$ cat src/hw/rtl/tsps_pkg.sv
`timescale 1ns / 1ps
`default_nettype none
// ----------------------------------------------------------------------------
// Taylor series partial sums - shared package
// Types and constants used by the front end, the queue and the series engine.
// ----------------------------------------------------------------------------
package tsps_pkg;

    localparam int XW = 32;

    typedef enum logic [1:0]
    {
        FN_SIN  = 2'd0,
        FN_COS  = 2'd1,
        FN_EXP  = 2'd2,
        FN_LN1P = 2'd3
    } func_t;

    // One classified request as it travels from front end to engine.
    typedef struct packed
    {
        func_t             func;
        logic              rev;
        logic signed [XW-1:0] x;
        logic signed [XW-1:0] ideal;
        logic [6:0]        n;
    } req_t;

    typedef enum logic [3:0]
    {
        ST_IDLE,
        ST_SQ,
        ST_SQW,
        ST_INIT,
        ST_M1,
        ST_M2,
        ST_M3,
        ST_STORE,
        ST_SUMRD,
        ST_SUMRDW,
        ST_SUM,
        ST_EMIT
    } eng_state_t;

endpackage
`default_nettype wire

$ cat src/hw/rtl/tsps_front.sv
`timescale 1ns / 1ps
`default_nettype none
// ----------------------------------------------------------------------------
// Taylor series partial sums - front end
// Accepts requests, decodes the operation, clamps the term count, and keeps a
// two-entry queue towards the engine.
// ----------------------------------------------------------------------------
module tsps_front #(
    parameter int MAX_TERMS = 32
) (
    input  wire logic                    clk,
    input  wire logic                    rst_n,
    input  wire logic                    in_valid,
    output logic                         in_stall,
    input  wire logic [2:0]              op,
    input  wire logic signed [31:0]      x_arg,
    input  wire logic signed [31:0]      ideal,
    input  wire logic [5:0]              term_count_reg,
    output logic                         q_valid,
    input  wire logic                    q_pop,
    output tsps_pkg::req_t               q_req
);
    localparam int CAPN = (MAX_TERMS < 32) ? MAX_TERMS : 32;

    tsps_pkg::req_t slot_reg [2];
    logic [1:0]     cnt_reg;
    logic           rd_reg;
    logic           wr_reg;
    logic [6:0]     n_c;
    tsps_pkg::req_t new_req;
    logic           push;

    always_comb
    begin
        if (term_count_reg == 6'd0)
            n_c = 7'd1;
        else if ({1'b0, term_count_reg} > 7'(CAPN))
            n_c = 7'(CAPN);
        else
            n_c = {1'b0, term_count_reg};
        new_req.func  = tsps_pkg::func_t'(op[2:1]);
        new_req.rev   = op[0];
        new_req.x     = x_arg;
        new_req.ideal = ideal;
        new_req.n     = n_c;
    end

    assign in_stall = (cnt_reg == 2'd2);
    assign push     = in_valid && !in_stall;
    assign q_valid  = (cnt_reg != 2'd0);
    assign q_req    = slot_reg[rd_reg];

    always_ff @(posedge clk)
    begin
        if (push)
            slot_reg[wr_reg] <= new_req;
    end

    always_ff @(posedge clk or negedge rst_n)
    begin
        if (!rst_n)
        begin
            cnt_reg <= 2'd0;
            rd_reg  <= 1'b0;
            wr_reg  <= 1'b0;
        end
        else
        begin
            if (push)
                wr_reg <= ~wr_reg;
            if (q_pop)
                rd_reg <= ~rd_reg;
            cnt_reg <= cnt_reg + 2'(push) - 2'(q_pop);
        end
    end
endmodule
`default_nettype wire

$ cat config.mk
export PLATFORM = sky130hd
export DESIGN_NAME = tsps_front
export DESIGN_NICKNAME = d
export VERILOG_FILES = /design/src/hw/rtl/tsps_pkg.sv /design/src/hw/rtl/tsps_front.sv
export SDC_FILE = /design/constraint.sdc
export NUM_CORES = 1
export LEC_CHECK = 0
export ABC_CLOCK_PERIOD_IN_PS = 5250
export BUFFER_PORTS_ARGS = -buffer_cell sky130_fd_sc_hd__buf_2
export CAP_MARGIN = 20
export CORE_MARGIN = 2
export CORE_UTILIZATION = 45
export CTS_CLUSTER_DIAMETER = 150
export DETAILED_ROUTE_END_ITERATION = 10
export PLACE_DENSITY = 0.7
export RECOVER_POWER = 50
export SETUP_SLACK_MARGIN = 0.15
export SYNTH_ARGS = -nofsm -noshare
export SYNTH_HDL_FRONTEND = slang
export SYNTH_SLANG_ARGS = --single-unit
$ cat constraint.sdc
create_clock -name clk -period 5.25 [get_ports clk]
set_input_delay 1.05 -clock clk [delete_from_list [all_inputs] [get_ports clk]]
set_output_delay 1.05 -clock clk [all_outputs]
set_load 0.03 [all_outputs]
Yosys cells after proc, flatten, opt, wreduce, memory -nomap -nowiden
Memories as Yosys holds them, arrays and structs flattened.
Cells that the tools add are included.
{ "totals": {"ff_bits": 4, "ramBits": 148, "in_bits": 77, "output_inout_bits": 76, "wordCells": 18, "memories": 1} }
{ "mem_list": {"columns": ["memory", "words", "word_bits", "rd", "rd_ports_with_merged_regs", "write_ports", "line_no", "rtl"], "rows": [
  ["slot_reg", 2, 74, 1, 0, 1, "tsps_front.sv:25", "tsps_pkg::req_t slot_reg [2];"]
]} }
{ "classes": {"addsub": 2, "order_cmp": 1, "eq_ne": 1, "n_mux": 4, "bitwise_logic": 2, "reduce_logical": 4} }
{ "op_table": {"columns": ["op", "n"], "rows": [
  ["2-to-1 mux 7 bit", 1],
  ["greater-than comparator 6 bit, second input constant", 1],
  ["zero test 6 bit", 1],
  ["2-to-1 mux 6 bit", 1],
  ["adder 2 x 1 -> 2 bit", 1],
  ["== test 2 bit, second input constant", 1],
  ["2-to-1 mux 1 bit", 2],
  ["NOT 1 bit", 2],
  ["nonzero test 2 bit", 1],
  ["subtractor 2 x 1 -> 2 bit", 1],
  ["logical AND 1 bit", 1],
  ["zero test 1 bit", 1]
]} }

Logic depth before layout (Yosys ltp)
Gate-level depths: netlist of the first run.
{ "logic_depth": {"ltp_word": 5, "mapped_depth": 7, "depth_no_buf": 7} }

Least setup slack after synthesis of the first run
OpenSTA, ideal clock, no wires.
{ "synth_path": {"kind": "input-to-reg", "from": "input in_valid", "to": "memory slot_reg[0][0] (netlist bit), enable pin", "setup_ps": 505, "arrival_time_ps": 4191, "required_time_ps": 4745, "setup_slack_ps": 554, "path_stages": 2, "n_path_buf": 0, "cell_sequence": "nand2_1 nor2_1"} }
{ "synth_between": {"elab_chain_cells": 3} }
{ "synth_rtl": {"columns": ["element", "line_no", "rtl"], "rows": [
  ["start, declared", "tsps_front.sv:13", "input wire logic in_valid,"],
  ["logical AND 1 bit", "tsps_front.sv:49", "assign push = in_valid && !in_stall;"],
  ["2-to-1 mux 1 bit", "tsps_front.sv:55", "if (push)"],
  ["2-to-1 mux 1 bit (implied by the code)", "tsps_front.sv:56", "slot_reg[wr_reg] <= new_req;"],
  ["end, declared", "tsps_front.sv:25", null]
]} }
Every way passes these cells.

==> results.yml, run 1 <==
timing:
  fin_skew_ps: 4.31
  tns_ps: 0
  period_needed_ps: 3580
  finalSetupViolations: 0
  worst_pin_slew_ps: 2450
  max_slew_margin: -0.632
  finalMaxSlewViolations: 74
  rsz0062_at_grt: "false"
  clock.fmax_mhz: 279
  period_share: 0.682
  hold_viol_final: 0
synth:
  syn_area_mm2: 0.00576
  ys_seq_elements: 150
  ys_warn_count: 0
  synth_fp_nets: 333
  syn_area_per_cell_um2: 22.7
  syn_inst: 254
  ys_seq_area_frac: 0.778
  synth.distinct_cells: 20
global_route:
  antenna_found_initial: 0
  grt_max_degree: 74
  grt_remaining_overflow: 0
  grt_pass1_wl_um: 13700
  grt_pass1_vias: 2840
  gr-usage-all-layers: 0.139
cts:
  clk_pin_slew_worst_paths_ps: 60
  cts_buffer_depth: 2
  insertion_delay_ps: 410
  cts_buffers: 17
  post-cts-setup-buffers: 0
  cts_tree: "built"
  cts_resized: 0
  clock-sinks: 150
  cts_hold_buf: 0
  h-tree-depth: 4
  cts_root_buf: "clkbuf_16"
setup_path:
  end_kind: "output port"
  crit_type: "flip-flop to output port"
  crit_path_cell_trace: "buf_4, mux2_4, buf_2"
  cp_slowest_cell: "dfrtp_4"
  required_ps: 4200
  critPathTopFamily: "buffers and inverters"
  critPathMaxFanout: 39
  rrSetupSlack_ps: 2210
  start_kind: "flip-flop"
  path_buf_inv: 2
  worstPathArrival_ps: 2530
  rr_endpoint: "slot_reg[0][18]"
  r2r_cells: 4
  crit-reg2reg-launch: "cnt_reg[1]"
  critical-path-max-stage-delay_ps: 840
routing:
  drtPass1Iterations: 4
  drtAntennaViolNets: 0
  drc: 0
  drt-wirelength-per-cell_um: 15.8
  first_iter_violations: 108
  vias_per_cell: 4.65
  routed_wl_um: 9470
  vias: 2795
cells_and_area:
  nets: 496
  antenna_cells: 0
  n_fill_cell: 985
  design_area_mm2: 0.00719
  drive_gt1_frac: 0.508
  syn_to_final_growth_pct: 24.7
  largest_reg_flops: 146
floorplanning:
  die_w_um: 117
  rows: 41
  core_mm2: 0.0126
  die_h_um: 117
  io_pins: 153
  initial_utilization: 0.459
  die-area_mm2: 0.0137
job:
  cap_viol_max_count: 2
power:
  ir_worst_vdd_v: 0.000479
  p_leak_nw: 2.79
  power_density_mw_per_mm2: 630
  power_w: 0.00453
status:
  status: "finished with violations"
  violations: "capacitance limit, slew limit"
placement:
  placed_cell_area_mm2: 0.00668
  routabilityCongestion: 0.683
  dp_hpwl_um: 6140
  io_buffers: 151
worst_hold_path:
  min_path_type: "primary input to async pin"
[worst reg2reg max path, cell delays in order (launching register included)]
cell and delay (ps):
dfrtp_1 390, nand2b_1 110, nand2_1 110, nor2_1 190
clkbuf_1 1760
[synthesized netlist by cell type]
master	instances	area share
edfxtp_1	146	0.76
mux2_4	60	0.16
mux2_2	13	0.025
buf_6	7	0.014
dfrtp_1	4	0.017
nor2b_1	4	0.0043
nor2_1	3	0.0020
xnor2_1	3	0.0046
ha_1	2	0.0043
inv_1	2	0.0013
and3_1	1	0.0011
buf_2	1	0.00087
buf_4	1	0.0013
clkbuf_1	1	0.00065
conb_1	1	0.00065
nand2_1	1	0.00065
nand2b_1	1	0.0011
nor4_1	1	0.0011
or2_2	1	0.0011
xor2_1	1	0.0015
[area by class of cell]
class,instances,area (um^2),share of cell area
Multi-Input combinational cell,92,1180,0.164
Clock inverter,12,136,0.0190
Timing Repair Buffer,154,726,0.101
Clock buffer,19,433,0.0602
Tap cell,172,215,0.0299
Sequential cell,150,4490,0.624
Inverter,2,7.51,0.00104
[routing by layer]
layer	share of wire	global-route usage	wire [um]
met5	0	0	0
met4	0.016	0.0706	150
met3	0.087	0.0613	826
met2	0.48	0.220	4510
met1	0.42	0.161	3990
[worst max path at each step]
stage	from	slack, ps	cells past startpoint	endpoint
after global routing	rd_reg	1570	3	q_req[29]
after detailed placement	rd_reg	2090	3	q_req[37]
after global placement	rd_reg	2110	3	q_req[29]
after CTS	rd_reg	1620	3	q_req[44]
after floorplan	in_valid	550	2	slot_reg[0][0]
final	rd_reg	1670	3	q_req[23]
[cell families (layout without fill, tap and decap cells)]
kind of cell | Yosys count | count (layout) | synth area share
DFF | 150 | 150 | 0.778
muxes | 73 | 73 | 0.182
and+or+nand+nor | 12 | 12 | 0.0113
buffers and inverters | 12 | 187 | 0.0178
xor gates and xnor gates | 4 | 4 | 0.00608
adders and majority gates | 2 | 2 | 0.00434
other | 1 | 1 | 0.000651
[through the flow]
| stage | utilization | hold WS, ps | instances | worst slack, ps |
|---|---|---|---|---|
| final | 0.572 | 461 | 601 | 1670 |
| after global routing | 0.572 | 468 | 601 | 1570 |
| after CTS | 0.577 | 418 | 601 | 1620 |
| after detailed placement | 0.531 | 488 | 570 | 2090 |
| after global placement | 0.531 | 477 | 570 | 2110 |
| after floorplan | - | 460 | 254 | 554 |
[cell usage in the layout, fill, tap and decap left out, drive strengths merged]
cell type  netlist  routed
nor2             3       3
dfrtp            4       4
nor2b            4       4
nand2b           1       1
nand2            1       1
ha               2       2
clkbuf           1      57
or2              1       1
bufinv           0       3
and3             1       1
buf              9     116
inv              2       2
edfxtp         146     146
clkinvlp         0       2
mux2            73      73
clkinv           0       7
conb             1       1
xor2             1       1
nor4             1       1
xnor2            3       3
[where the power goes]
part / switching, W / internal, W
sequential: 0.000138 / 0.00165
combinational: 0.000952 / 0.000616
clock: 0.000430 / 0.000734
total: 0.00152 / 0.00300
No activity file was read; power rests on OpenSTA's default activity.
==> inputs of run 2 (changes only) <==
- ABC_CLOCK_PERIOD_IN_PS: 5250 -> 3300
- clock period: 5.25 -> 3.3 ns (I/O delays scaled with it)
==> run 2 against run 1 <==
  * The run still ends with capacitance limit, slew limit left
  * Core utilization increased by 0.57 points
  * Wire length decreased by 1.6%
  * Clock power is 66% higher
  * Critical endpoint is now q_req[73]
  * Largest power group unchanged
  * Highest routed layer unchanged
==> results.yml, run 2 (synthesis gave the netlist of run 1 again) <==
floorplanning:
  core_mm2: 0.0126
  die_h_um: 117
  io_pins: 153
  initial_utilization: 0.459
  die_w_um: 117
  rows: 41
  die-area_mm2: 0.0137
timing:
  fin_skew_ps: 5.35
  rsz0062_at_grt: "false"
  clock.fmax_mhz: 395
  finalMaxSlewViolations: 74
  tns_ps: 0
  period_needed_ps: 2530
  period_share: 0.766
  worst_pin_slew_ps: 1880
  max_slew_margin: -0.255
  finalSetupViolations: 0
  hold_viol_final: 0
power:
  ir_worst_vdd_v: 0.000424
  power_density_mw_per_mm2: 1010
  p_leak_nw: 2.82
routing:
  drtAntennaViolNets: 0
  vias_per_cell: 4.67
  drc: 0
  drtPass1Iterations: 4
  routed_wl_um: 9320
  vias: 2810
  first_iter_violations: 141
  drt-wirelength-per-cell_um: 15.5
setup_path:
  crit-reg2reg-launch: "cnt_reg[1]"
  rr_endpoint: "slot_reg[1][50]"
  cp_slowest_cell: "dfrtp_4"
  end_kind: "output port"
  required_ps: 2640
  start_kind: "flip-flop"
  crit_path_cell_trace: "buf_12, mux2_2, buf_2"
  worstPathArrival_ps: 1870
  critPathMaxFanout: 34
  critical-path-max-stage-delay_ps: 590
  crit_type: "flip-flop to output port"
  r2r_cells: 3
  rrSetupSlack_ps: 770
job:
  cap_viol_max_count: 1
global_route:
  grt_max_degree: 74
  grt_remaining_overflow: 0
  grt_pass1_wl_um: 13600
  gr-usage-all-layers: 0.138
  antenna_found_initial: 0
  grt_pass1_vias: 2856
placement:
  placedCellCount: 571
  routabilityCongestion: 0.685
  dp_hpwl_um: 6020
  io_buffers: 151
cells_and_area:
  layout_common_cells: "edfxtp_1 (146), buf_2 (110), mux2_4 (60)"
  n_fill_cell: 987
  antenna_cells: 0
  regArea_mm2: 0.00449
  syn_to_final_growth_pct: 25.9
  multi_input_area_mm2: 0.00118
  final_common_cell: "edfxtp_1"
  nets: 497
  finalNonFillerCells: 602
  largest_reg_flops: 146
  drive_gt1_frac: 0.507
cts:
  cts_buffers: 17
  h-tree-depth: 4
  cts_buffer_depth: 2
  cts_resized: 0
  cts_tree: "built"
  insertion_delay_ps: 410
  cts_hold_buf: 0
  post-cts-setup-buffers: 0
  clock-sinks: 150
  clk_pin_slew_worst_paths_ps: 50
  cts_root_buf: "clkbuf_16"
worst_hold_path:
  min_path_type: "primary input to async pin"
status:
  status: "finished with violations"
  violations: "capacitance limit, slew limit"
## run 2: where the power goes
part	leakage, nW	switching (W)	total, W	internal [W]
clock	0.291	0.000678	0.00192	0.00125
sequential	1.40	0.000151	0.00278	0.00263
combinational	1.13	0.00159	0.00262	0.00103
## run 2: final cells by class
type,count,share of cell area
Clock buffer,19,0.0596
Multi-Input combinational cell,92,0.163
Inverter,2,0.00103
Timing Repair Buffer,155,0.106
Sequential cell,150,0.618
Tap cell,172,0.0297
Clock inverter,12,0.0221
## run 2: worst max path at each step
stage,to,slack (ps),from,cells past startpoint
detailed placement,q_req[73],1190,rd_reg,3
global placement,q_req[73],1200,rd_reg,3
floorplan,slot_reg[0][0],220,in_valid,2
CTS,q_req[73],730,rd_reg,3
global route,slot_reg[1][53],580,cnt_reg[0],3
finish,q_req[73],770,rd_reg,3
## run 2: through the flow
stage	worst slack [ps]	hold slack [ps]	area, um^2	total power (W)	utilization
2_1_floorplan	218	364	5770	0.00487	-
3_5_place_dp	1190	472	6740	0.00550	0.536
5_1_grt	579	64.7	7260	0.00765	0.578
4_1_cts	734	21.5	7330	0.00744	0.583
3_3_place_gp	1200	471	6740	0.00545	0.536
6_report	771	69.7	7260	0.00732	0.578
## run 2: critical path: cells and delay by family (launching register included)
kind,cells,cell delay (ps)
DFF,1,590
buffers and inverters,2,470
muxes,1,370
## run 2: layer usage
layer / track usage / share of wire / wire, um / vias up
li1: - / - / - / 1323
met1: 0.147 / 0.39 / 3640 / 1360
met2: 0.231 / 0.51 / 4780 / 111
met3: 0.0623 / 0.080 / 741 / 16
met4: 0.0761 / 0.017 / 161 / 0
met5: 0 / 0 / 0 / -
